### src/design/bbi_pkg.sv
// Shared types and constants for the ball bounce integrator.
`default_nettype none

package bbi_pkg;

  localparam int CFG_IDX_W = 3;

  localparam logic [CFG_IDX_W-1:0] REG_GRAV_X      = 3'd0;
  localparam logic [CFG_IDX_W-1:0] REG_GRAV_Y      = 3'd1;
  localparam logic [CFG_IDX_W-1:0] REG_BOX_WIDTH   = 3'd2;
  localparam logic [CFG_IDX_W-1:0] REG_BOX_HEIGHT  = 3'd3;
  localparam logic [CFG_IDX_W-1:0] REG_BALL_RADIUS = 3'd4;
  localparam logic [CFG_IDX_W-1:0] REG_START_X     = 3'd5;
  localparam logic [CFG_IDX_W-1:0] REG_START_Y     = 3'd6;

  localparam logic signed [31:0] GRAV_RESET       = 32'sd0;
  localparam logic [30:0]        BOX_WIDTH_RESET  = 31'd52428800;
  localparam logic [30:0]        BOX_HEIGHT_RESET = 31'd39321600;
  localparam logic [30:0]        RADIUS_RESET     = 31'd655360;
  localparam logic signed [31:0] START_X_RESET    = 32'sd6553600;
  localparam logic signed [31:0] START_Y_RESET    = 32'sd6553600;
  localparam logic signed [31:0] VEL_X_RESET      = 32'sd1310720;
  localparam logic signed [31:0] VEL_Y_RESET      = 32'sd0;

  localparam logic signed [31:0] S32_MAX = 32'sh7fffffff;
  localparam logic signed [31:0] S32_MIN = 32'sh80000000;

  // clamp on g*dh, 2^61
  localparam logic signed [65:0] GD_LIMIT = 66'sd2305843009213693952;

  localparam logic [4:0] SQ_LAST = 5'd31;

  typedef enum logic [4:0] {
    S_IDLE,
    S_VX_M,
    S_VX_A,
    S_VY_M,
    S_VY_A,
    S_PX_M,
    S_PX_A,
    S_PY_M,
    S_PY_A,
    S_CHK,
    S_DH,
    S_M0,
    S_M1,
    S_A1,
    S_CL,
    S_M3,
    S_A3,
    S_SQI,
    S_SQ,
    S_WB,
    S_OUT
  } state_t;

endpackage

`default_nettype wire

### src/design/ball_bounce_integrator.sv
// Ball bounce integrator top level: sequenced Euler step with wall bounce.
//
// Usage: each transfer on the step channel (step_valid, step_stall, step_time)
// advances the ball by one time step. One result transfer on the result
// channel (result_valid, result_stall, pos/vel/hit) follows each step.
// step_stall is high while a step is in work. The four dt products run
// on the shared 32x18 multiplier, each as a multiply and an add state;
// each axis then gets a wall check, and when it bounces, multiplies for
// 2*g*dh + v^2 and a square root of 32 root bits, each from two radicand
// bits, give the new speed. Steps do not overlap: a new step is taken in
// the cycle after the result register is loaded. The result register
// holds while result_valid and result_stall are both high; a finished
// step waits for it before the next step is taken.
// Configuration: cfg_we writes register cfg_index with cfg_data at once;
// a write of start_x or start_y also moves the ball there.
// Reset (rst, synchronous) loads default registers, the start position,
// velocity (20.0, 0) and empties the result register.
`default_nettype none

module ball_bounce_integrator (
  input  wire logic                          clk,
  input  wire logic                          rst,
  input  wire logic                          cfg_we,
  input  wire logic [bbi_pkg::CFG_IDX_W-1:0] cfg_index,
  input  wire logic [31:0]                   cfg_data,
  input  wire logic                          step_valid,
  output logic                               step_stall,
  input  wire logic [15:0]                   step_time,
  output logic                               result_valid,
  input  wire logic                          result_stall,
  output logic signed [31:0]                 pos_x,
  output logic signed [31:0]                 pos_y,
  output logic signed [31:0]                 vel_x,
  output logic signed [31:0]                 vel_y,
  output logic                               hit_x,
  output logic                               hit_y
);

  bbi_pkg::state_t state, state_next;

  logic signed [31:0] grav_x, grav_y;
  logic [30:0]        box_width, box_height, ball_radius;
  logic signed [31:0] position_x, position_y, velocity_x, velocity_y;

  logic [15:0]        dt_r;
  logic               axis;
  logic               hit_x_r, hit_y_r, low_r;
  logic signed [31:0] np_r, vr_r;
  logic signed [32:0] dh_r;
  logic signed [49:0] prod_r;
  logic signed [65:0] acc;
  logic [63:0]        rad;
  logic [33:0]        rem;
  logic [31:0]        root;
  logic [4:0]         sq_cnt;

  logic signed [31:0] mul_a;
  logic signed [17:0] mul_b;
  logic signed [49:0] prod_next;
  logic               out_load;

  logic signed [31:0] ax_pos, ax_vel, ax_g, scale_base, scaled_q;
  logic [30:0]        ax_bound;
  logic signed [65:0] scaled_sum, prod_ext, acc_cl;
  logic signed [32:0] p_plus_r, dh_next;
  logic signed [31:0] bound_minus_r, vr_neg, vel_wb;
  logic               low, high;
  logic [35:0]        rem_t, trial, rem_sub;
  logic               sq_ge;
  logic [31:0]        mag;

  function automatic logic signed [31:0] sat50(input logic signed [49:0] x);
    if (x > 50'sd2147483647) begin
      return bbi_pkg::S32_MAX;
    end else if (x < -50'sd2147483648) begin
      return bbi_pkg::S32_MIN;
    end
    return x[31:0];
  endfunction

  // axis 0 is y, axis 1 is x
  assign ax_pos   = axis ? position_x : position_y;
  assign ax_vel   = axis ? velocity_x : velocity_y;
  assign ax_g     = axis ? grav_x : grav_y;
  assign ax_bound = axis ? box_width : box_height;

  assign low           = ax_pos <= $signed({1'b0, ball_radius});
  assign p_plus_r      = {ax_pos[31], ax_pos} + $signed({2'b00, ball_radius});
  assign high          = p_plus_r >= $signed({2'b00, ax_bound});
  assign bound_minus_r = $signed({1'b0, ax_bound}) - $signed({1'b0, ball_radius});
  assign vr_neg        = (ax_vel == bbi_pkg::S32_MIN) ? bbi_pkg::S32_MAX : -ax_vel;
  assign dh_next       = {np_r[31], np_r} - {ax_pos[31], ax_pos};

  assign prod_next = mul_a * mul_b;
  assign prod_ext  = {{16{prod_r[49]}}, prod_r};

  always_comb begin
    case (state)
      bbi_pkg::S_VX_A: scale_base = velocity_x;
      bbi_pkg::S_VY_A: scale_base = velocity_y;
      bbi_pkg::S_PX_A: scale_base = position_x;
      default:         scale_base = position_y;
    endcase
  end

  // base*2^16 + 2^15 + rate*dt, then floor by 2^16
  assign scaled_sum = {{18{scale_base[31]}}, scale_base, 16'h8000} + prod_ext;
  assign scaled_q   = sat50(scaled_sum[65:16]);

  always_comb begin
    if (acc > bbi_pkg::GD_LIMIT) begin
      acc_cl = bbi_pkg::GD_LIMIT;
    end else if (acc < -bbi_pkg::GD_LIMIT) begin
      acc_cl = -bbi_pkg::GD_LIMIT;
    end else begin
      acc_cl = acc;
    end
  end

  assign rem_t   = {rem, rad[63:62]};
  assign trial   = {2'b00, root, 2'b01};
  assign sq_ge   = rem_t >= trial;
  assign rem_sub = rem_t - trial;

  assign mag    = root[31] ? 32'h7fffffff : root;
  assign vel_wb = (vr_r > 0 || (vr_r == 0 && low_r)) ? $signed(mag) : -$signed(mag);

  // next state
  always_comb begin
    state_next = state;
    case (state)
      bbi_pkg::S_IDLE: if (step_valid) state_next = bbi_pkg::S_VX_M;
      bbi_pkg::S_VX_M: state_next = bbi_pkg::S_VX_A;
      bbi_pkg::S_VX_A: state_next = bbi_pkg::S_VY_M;
      bbi_pkg::S_VY_M: state_next = bbi_pkg::S_VY_A;
      bbi_pkg::S_VY_A: state_next = bbi_pkg::S_PX_M;
      bbi_pkg::S_PX_M: state_next = bbi_pkg::S_PX_A;
      bbi_pkg::S_PX_A: state_next = bbi_pkg::S_PY_M;
      bbi_pkg::S_PY_M: state_next = bbi_pkg::S_PY_A;
      bbi_pkg::S_PY_A: state_next = bbi_pkg::S_CHK;
      bbi_pkg::S_CHK: begin
        if (low || high) begin
          state_next = bbi_pkg::S_DH;
        end else if (axis) begin
          state_next = bbi_pkg::S_OUT;
        end
      end
      bbi_pkg::S_DH:  state_next = bbi_pkg::S_M0;
      bbi_pkg::S_M0:  state_next = bbi_pkg::S_M1;
      bbi_pkg::S_M1:  state_next = bbi_pkg::S_A1;
      bbi_pkg::S_A1:  state_next = bbi_pkg::S_CL;
      bbi_pkg::S_CL:  state_next = bbi_pkg::S_M3;
      bbi_pkg::S_M3:  state_next = bbi_pkg::S_A3;
      bbi_pkg::S_A3:  state_next = bbi_pkg::S_SQI;
      bbi_pkg::S_SQI: state_next = bbi_pkg::S_SQ;
      bbi_pkg::S_SQ:  if (sq_cnt == '0) state_next = bbi_pkg::S_WB;
      bbi_pkg::S_WB:  state_next = axis ? bbi_pkg::S_OUT : bbi_pkg::S_CHK;
      bbi_pkg::S_OUT: if (out_load) state_next = bbi_pkg::S_IDLE;
      default:        state_next = bbi_pkg::S_IDLE;
    endcase
  end

  // outputs of the sequencer: handshake and multiplier operands
  always_comb begin
    step_stall = state != bbi_pkg::S_IDLE;
    out_load   = (state == bbi_pkg::S_OUT) && (!result_valid || !result_stall);
    mul_a      = '0;
    mul_b      = '0;
    case (state)
      bbi_pkg::S_VX_M: begin
        mul_a = grav_x;
        mul_b = $signed({2'b00, dt_r});
      end
      bbi_pkg::S_VY_M: begin
        mul_a = grav_y;
        mul_b = $signed({2'b00, dt_r});
      end
      bbi_pkg::S_PX_M: begin
        mul_a = velocity_x;
        mul_b = $signed({2'b00, dt_r});
      end
      bbi_pkg::S_PY_M: begin
        mul_a = velocity_y;
        mul_b = $signed({2'b00, dt_r});
      end
      bbi_pkg::S_M0: begin
        mul_a = ax_g;
        mul_b = $signed({1'b0, dh_r[16:0]});
      end
      bbi_pkg::S_M1: begin
        mul_a = ax_g;
        mul_b = {{2{dh_r[32]}}, dh_r[32:17]};
      end
      bbi_pkg::S_CL: begin
        mul_a = vr_r;
        mul_b = $signed({1'b0, vr_r[16:0]});
      end
      bbi_pkg::S_M3: begin
        mul_a = vr_r;
        mul_b = {{3{vr_r[31]}}, vr_r[31:17]};
      end
      default: begin
        mul_a = '0;
        mul_b = '0;
      end
    endcase
  end

  always_ff @(posedge clk) begin
    if (rst) begin
      state <= bbi_pkg::S_IDLE;
    end else begin
      state <= state_next;
    end
  end

  // datapath without reset
  always_ff @(posedge clk) begin
    prod_r <= prod_next;
    case (state)
      bbi_pkg::S_IDLE: dt_r <= step_time;
      bbi_pkg::S_CHK: begin
        low_r <= low;
        np_r  <= low ? $signed({1'b0, ball_radius}) : bound_minus_r;
        vr_r  <= vr_neg;
      end
      bbi_pkg::S_DH: dh_r <= dh_next;
      bbi_pkg::S_M1: acc  <= prod_ext;
      bbi_pkg::S_A1: acc  <= acc + (prod_ext <<< 17);
      bbi_pkg::S_CL: acc  <= acc_cl <<< 1;
      bbi_pkg::S_M3: acc  <= acc + prod_ext;
      bbi_pkg::S_A3: acc  <= acc + (prod_ext <<< 17);
      bbi_pkg::S_SQI: begin
        rad    <= acc[65] ? 64'd0 : acc[63:0];
        rem    <= '0;
        root   <= '0;
        sq_cnt <= bbi_pkg::SQ_LAST;
      end
      bbi_pkg::S_SQ: begin
        rem    <= sq_ge ? rem_sub[33:0] : rem_t[33:0];
        root   <= {root[30:0], sq_ge};
        rad    <= {rad[61:0], 2'b00};
        sq_cnt <= sq_cnt - 5'd1;
      end
      default: begin
      end
    endcase
    if (out_load) begin
      pos_x <= position_x;
      pos_y <= position_y;
      vel_x <= velocity_x;
      vel_y <= velocity_y;
      hit_x <= hit_x_r;
      hit_y <= hit_y_r;
    end
  end

  // ball state, configuration and result flag
  always_ff @(posedge clk) begin
    if (rst) begin
      grav_x       <= bbi_pkg::GRAV_RESET;
      grav_y       <= bbi_pkg::GRAV_RESET;
      box_width    <= bbi_pkg::BOX_WIDTH_RESET;
      box_height   <= bbi_pkg::BOX_HEIGHT_RESET;
      ball_radius  <= bbi_pkg::RADIUS_RESET;
      position_x   <= bbi_pkg::START_X_RESET;
      position_y   <= bbi_pkg::START_Y_RESET;
      velocity_x   <= bbi_pkg::VEL_X_RESET;
      velocity_y   <= bbi_pkg::VEL_Y_RESET;
      axis         <= 1'b0;
      hit_x_r      <= 1'b0;
      hit_y_r      <= 1'b0;
      result_valid <= 1'b0;
    end else begin
      case (state)
        bbi_pkg::S_VX_A: velocity_x <= scaled_q;
        bbi_pkg::S_VY_A: velocity_y <= scaled_q;
        bbi_pkg::S_PX_A: position_x <= scaled_q;
        bbi_pkg::S_PY_A: begin
          position_y <= scaled_q;
          axis       <= 1'b0;
        end
        bbi_pkg::S_CHK: begin
          if (axis) begin
            hit_x_r <= low || high;
          end else begin
            hit_y_r <= low || high;
          end
          if (!(low || high)) axis <= 1'b1;
        end
        bbi_pkg::S_WB: begin
          if (axis) begin
            position_x <= np_r;
            velocity_x <= vel_wb;
          end else begin
            position_y <= np_r;
            velocity_y <= vel_wb;
          end
          axis <= 1'b1;
        end
        default: begin
        end
      endcase

      if (out_load) begin
        result_valid <= 1'b1;
      end else if (!result_stall) begin
        result_valid <= 1'b0;
      end

      if (cfg_we) begin
        case (cfg_index)
          bbi_pkg::REG_GRAV_X:      grav_x      <= $signed(cfg_data);
          bbi_pkg::REG_GRAV_Y:      grav_y      <= $signed(cfg_data);
          bbi_pkg::REG_BOX_WIDTH:   box_width   <= cfg_data[30:0];
          bbi_pkg::REG_BOX_HEIGHT:  box_height  <= cfg_data[30:0];
          bbi_pkg::REG_BALL_RADIUS: ball_radius <= cfg_data[30:0];
          bbi_pkg::REG_START_X:     position_x  <= $signed({1'b0, cfg_data[30:0]});
          bbi_pkg::REG_START_Y:     position_y  <= $signed({1'b0, cfg_data[30:0]});
          default: begin
          end
        endcase
      end
    end
  end

`ifndef SYNTH
  a_accept_starts: assert property (@(posedge clk) disable iff (rst)
    (step_valid && !step_stall) |=> (state == bbi_pkg::S_VX_M))
    else $error("accepted step did not start the sequence");

  a_sqrt_ends: assert property (@(posedge clk) disable iff (rst)
    (state == bbi_pkg::S_SQ && sq_cnt == '0) |=> (state == bbi_pkg::S_WB))
    else $error("square root did not end after its last step");

  a_result_from_out: assert property (@(posedge clk) disable iff (rst)
    $rose(result_valid) |-> ($past(state) == bbi_pkg::S_OUT))
    else $error("result loaded outside the output state");

  a_busy_no_accept: assert property (@(posedge clk) disable iff (rst)
    (state != bbi_pkg::S_IDLE && state != bbi_pkg::S_OUT) |=> step_stall)
    else $error("step channel opened while a step is in work");
`endif

endmodule

`default_nettype wire

### config.mk
export PLATFORM = sky130hd
export DESIGN_NAME = ball_bounce_integrator
export DESIGN_NICKNAME = d
export VERILOG_FILES = /design/src/design/bbi_pkg.sv /design/src/design/ball_bounce_integrator.sv
export SDC_FILE = /design/constraint.sdc
export NUM_CORES = 2
export LEC_CHECK = 0
export BUFFER_PORTS_ARGS = -buffer_cell sky130_fd_sc_hd__buf_4
export CAP_MARGIN = 20
export CORE_ASPECT_RATIO = 1.5
export CORE_MARGIN = 4
export CORE_UTILIZATION = 41
export CTS_CLUSTER_DIAMETER = 40
export CTS_CLUSTER_SIZE = 40
export DETAILED_ROUTE_END_ITERATION = 12
export GPL_TIMING_DRIVEN = 0
export SETUP_SLACK_MARGIN = 0.4
export SYNTH_ARGS = -nofsm -noshare
export SYNTH_HDL_FRONTEND = slang
export SYNTH_SLANG_ARGS = --single-unit
### constraint.sdc
create_clock -name clk -period 8.05 [get_ports clk]
set_input_delay 1.61 -clock clk [delete_from_list [all_inputs] [get_ports clk]]
set_output_delay 1.61 -clock clk [all_outputs]
set_load 0.05 [all_outputs]
* Word level (Yosys, flattened, before mapping) *
Index checks and enable logic that the tools add are counted.

storage, ports and cells
  register bits after elaboration = 789
  input port bits = 56

operators by class
  $add $sub $neg = 10
  multipliers = 1
  $lt $le $gt $ge = 8
  equality and inequality tests = 35
  multiplexer cells = 47
  bitwise operators = 1
  reduce and logical (&&, ||, !) cells = 32

operators by type and width
  kind                  number
  $mux 32               15
  $pmux 32 s2           5
  $pmux 66 s4           1
  $pmux 32 s6           1
  $mux 65               2
  $pmux 64 s2           1
  $pmux 5 s21           1
  $pmux 32 s3           1
  $mux 31               3
  $pmux 18 s5           1
  $pmux 34 s2           1
  $add 66x50->66        1
  $add 66x66->66        1
  $gt 66x63->1 const B  1
  $lt 66x62->1 const B  1
  $mux 64               1
  $add 48x50->51        1
  $mul 32x18->50        1
  $eq 5x4->1 const B    8
  $ge 36x34->1          1
  $gt 35x32->1 const B  1
  $lt 35x32->1 const B  1
  $mux 34               1
  $sub 34x34->34        1
  other kinds (39)      82

* Depth between registers and ports, before layout *
  depth after elaboration = 10
  mapped depth = 35
  gate-level depth less buffers = 32

* Least setup slack after synthesis *
OpenSTA, ideal clock, no wires.

  path type = register -> register
  from = register state[0]
  to = register rad[0] (enable)
  library setup time = 0.674 ns
  arrival time = 7.960 ns
  data required time = 7.376 ns
  setup slack = -0.584 ns
  cell stages (with the launch flop) = 6
  path buffers = 3
  clock period less this slack = 8.634 ns
  cells stage by stage = dfxtp_1 -> clkbuf_1 -> buf_1 -> clkbuf_1 -> nand2b_1 -> a21oi_1

between the ends
  longest elaborated chain between the ends = 2

RTL lines
  item                                  RTL line                       source
  from (decl)                           ball_bounce_integrator.sv:39   bbi_pkg::state_t state, state_next;
  from (signal assigned)                ball_bounce_integrator.sv:211  state <= bbi_pkg::S_IDLE;
  from (signal assigned)                ball_bounce_integrator.sv:213  state <= state_next;
  $eq 5x5->1                            ball_bounce_integrator.sv:220  case (state)
  $reduce_bool 2->1 (no source line) *  --
  to (signal assigned)                  ball_bounce_integrator.sv:234  rad <= acc[65] ? 64'd0 : acc[63:0];
  to (signal assigned)                  ball_bounce_integrator.sv:242  rad <= {rad[61:0], 2'b00};
  to (decl)                             ball_bounce_integrator.sv:52   logic [63:0] rad;

Mark *: on every way between the ends. The rest lies on a longest branch, timed or not.
A chain may end at the register's enable or synchronous reset.

* Worst setup path after layout *
  from = register state[2]
  to = register prod_r[43]

between the ends
  longest elaborated chain between the ends = 4

RTL lines
  item                                                                        RTL line                       source
  $eq 5x3->1 (tied with other cells)                                          ball_bounce_integrator.sv:169  case (state)
  $reduce_or 4->1 (no source line) / $reduce_or 2->1 (equally long branches)  --
  $pmux 18 s5 / $pmux 32 s6 (equally long branches)                           ball_bounce_integrator.sv:169
  $mul 32x18->50 *                                                            ball_bounce_integrator.sv:94   assign prod_next = mul_a * mul_b;
  named net prod_next[43]                                                     ball_bounce_integrator.sv:59   logic signed [49:0] prod_next;
  to (signal assigned)                                                        ball_bounce_integrator.sv:219  prod_r <= prod_next;
  to (decl)                                                                   ball_bounce_integrator.sv:50   logic signed [49:0] prod_r;

The timed path passes the listed nets; every way through them passes the cells marked *.

==> summary.md <==
| Metric | Value |
|---|---|
| CP Class | `register to register` |
| Synth top cells by count | `nand2_1 (1204), inv_1 (903), nor2_1 (736), fa_1 (560), a21oi_1 (552)` |
| GRT Resource Usage Total | `0.364` |
| Avg Inst Size Synth | `a little under 9 µm²` |
| Initial Util | `0.412` |
| Via-to-Cell Ratio | `6.06` |
| Grt ovf | `0` |
| Pins Over Slew Limit | `0` |
| Sequential Power Share | `0.376` |
| Detail Placement HPWL | `263 mm` |
| Area share of the largest cell type after synthesis | `0.190` |
| Reg2Reg Depth | `30` |
| Status | `complete, but fails checks` |
| Clock insertion delay at the later pin of the skew report | `820 ps` |
| Flop-to-flop setup slack | `-120 ps` |
| CTS sink cnt | `789` |
| Fmax | `122 MHz` |
| Reg2reg start | `state[2]` |
| # setup viols final | `4` |
| Routed wire length | `roughly 340 mm` |
| Die Span Y | `516 µm` |
| Switching Share | `0.344` |
| RR Endpoint | `prod_r[43]` |
| Final Hold Viols | `0` |
| Leading area contributor after synthesis | `edfxtp_1` |
| Setup crit end kind | `register` |
| Layout cells sized above 1 | `0.148` |
| Cell Area, Synth | `70500 µm²` |
| Largest stage delay, worst path | `630 ps` |
| CTS tree | `built` |
| Unrepaired setup endpoints after global routing | `true` |
| # port buffers | `185` |
| Main flop type after synthesis | `edfxtp_1` |
| Core Box Area | `171000 µm²` |
| YS warnings | `0` |
| Final period util | `1.01` |
| PwrDens | `142 nW/µm²` |
| Pint | `7.99 mW` |
| Sw power | `roughly 4.2 mW` |
| Comb pwr share | `0.186` |
| Max cap viols | `0` |
| Worst ir drop on vdd | `0.175 mV` |
| Synth top area cells | `edfxtp_1 (19%), fa_1 (16%), dfxtp_1 (9.8%)` |
| Critical Path AT | `8900 ps` |
| Worst Hold Class | `register to register` |
| Hold Path End | `hit_y` |
| Slew headroom | `0.168` |
| FFs w/ async S/R, synth | `0` |
| Largest net degree at the start of global routing | `36` |
| CTS Buffer Depth | `3` |
| Min setup slack post-route | `-116 ps` |
| Cell row count | `186` |
| Vias in the first global route | `66535` |
| Final Core Density | `0.501` |
| Reg clk slew, reported paths | `70 ps` |
| Most frequent cell after synthesis | `nand2_1` |
| Synth Instances | `around 8000` |
| GP Congestion | `between 1 and 1.5` |
| Drt first pass iters | `8` |
| Clock power share | `0.438` |
| Post-DR wirelength/cell | `30.3 µm` |
| Leakage | `between 30 and 40 nW` |
| Crit-path slowest cell | `fa_2` |
| Hold wc startpoint | `hit_y_r` |
| CP max FO | `10` |
| Clock skew | `between 50 and 60 ps` |
| Failing checks | `setup timing` |
| CTS root buf | `clkbuf_16` |
| Number of flops mapped to enable cells by yosys | `445` |
| Io pins | `188` |
| Die width | `346 µm` |
| Initial antenna violation count | `23` |
| Post-detailed-route count of antenna-violating nets | `0` |
| Period minus WS final | `8170 ps` |
| Area Overhead vs Synth | `21.7%` |
| Net count after synthesis | `9182` |
| Final net count | `9783` |
| Yosys cell types | `93` |
| Vias | `67186` |
| Crit path required time | `8780 ps` |
| Die ar. | `roughly 180000 µm²` |
| DRC | `0` |
| Seq/Total Area, Yosys | `0.287` |
| Global-route wire length before repair | `about 470 mm` |
| CP startpoint kind | `register` |
| Hold_ws | `454 ps` |
| Worst-margin pin slew | `1250 ps` |
| CTS H-tree lvls | `3` |
| Number of hold buffers added after CTS | `0` |
| Hold Crit Depth | `0` |
| 1st-iter DRT viols | `6736` |
| Synth Register Bits | `789` |
| Num CTS Buffers | `109` |
layer usage:
| layer | global-route usage | routed length (µm) | vias to the layer above |
|---|---|---|---|
| met5 | 0 | 40 | - |
| met4 | 0.336 | 39400 | 8 |
| met3 | 0.0793 | 27100 | 1326 |
| met2 | 0.595 | 155000 | 3603 |
| met1 | 0.391 | 114000 | 33106 |
| li1 | - | - | 29143 |
what timing repair did:
action | 4_1_cts | 5_1_grt
pin swaps | 154 | 206
setup endpoints to repair | 67 | 55
resized for setup | 665 | 282
buffers inserted | 170 | 88
gates cloned | 7 | 3
power by group through the flow:
stage	clock network [mW]	registers, mW	logic (mW)
after global placement	0	4.64	1.88
final	5.33	4.58	2.26
after global routing	5.54	4.57	2.37
after floorplan	0	4.49	1.16
after CTS	5.37	4.56	2.10
after detailed placement	0	4.64	1.91
kinds of logic after synthesis:
logic type | count (synthesis) | share of synthesized area
simple gates | 2682 | 0.167
compound gates | 1825 | 0.172
buf+inv | 1317 | 0.0706
mux | 145 | 0.0207
flops | 789 | 0.287
xor+xnor | 328 | 0.0408
fa+ha+maj | 1020 | 0.241
layout make-up:
type	instances	area (µm²)
Fill cell	16209	85300
Tap cell	2256	2820
Inverter	903	3410
Clock inverter	94	1280
Multi-Input combinational cell	6000	47500
Timing Repair Buffer	490	4700
Buffer	414	2960
Sequential cell	789	20300
Clock buffer	114	2810
Antenna cell	18	45.0
layout by cell type, fill, tap and decap left out, types with 78 or more instances in the layout:
| master | count |
|---|---|
| a211oi_1 | 92 |
| a21o_1 | 165 |
| a21oi_1 | 530 |
| a221oi_1 | 88 |
| buf_4 | 398 |
| clkbuf_1 | 243 |
| clkbuf_16 | 133 |
| dfxtp_1 | 339 |
| edfxtp_1 | 445 |
| fa_1 | 514 |
| ha_1 | 438 |
| inv_1 | 849 |
| mux2i_1 | 122 |
| nand2_1 | 1158 |
| nand3_1 | 96 |
| nand3b_1 | 78 |
| nor2_1 | 698 |
| nor3_1 | 151 |
| o21ai_0 | 319 |
| xnor2_1 | 208 |
| xor2_1 | 116 |
registers in the layout (all words and copies together), names as in the netlist, 16 cells and up:
name         flops
velocity_x      32
grav_y          32
np_r            32
pos_x           32
rad             64
pos_y           32
dh_r            33
prod_r          50
ball_radius     31
vel_y           32
vr_r            32
acc             66
grav_x          32
box_height      31
dt_r            16
position_x      32
position_y      32
box_width       31
vel_x           32
velocity_y      32
root            32
rem             34
through the flow:
stage               cell area (µm²)  std cells  power, mW  setup slack [ps]  setup TNS [ps]
floorplan                     70700       8106       5.65               362               0
global placement              74900      10547       6.52             -2860          -84970
detailed placement            75500      10580       6.55             -2730          -74890
CTS                           84100      10965       12.0               129               0
global route                  85700      11065       12.5              -140            -473
finish                        85800      11078       12.2              -116            -343
worst max-delay path: cells and delay by family (launching register included):
family / cells / cell delay [ps]
buffers and inverters: 8 / 1130
adder cells (fa/ha/maj): 7 / 3240
XOR/XNOR: 1 / 120
AND/OR/NAND/NOR: 4 / 520
AO/OA/AOI/OAI: 10 / 2700
flip-flops: 1 / 360
how the worst max path moves through the flow:
stage          slack [ps]  cells past startpoint      from          to
3_3_place_gp        -2860                     30      axis    state[4]
6_report             -120                     30  state[2]  prod_r[43]
3_5_place_dp        -2730                     32  state[1]  prod_r[47]
4_1_cts               130                     31  state[1]  prod_r[43]
5_1_grt              -140                     34  state[1]  prod_r[49]
2_1_floorplan         360                     30  state[1]  prod_r[35]
Note: power is estimated with default switching activity, not from simulation.
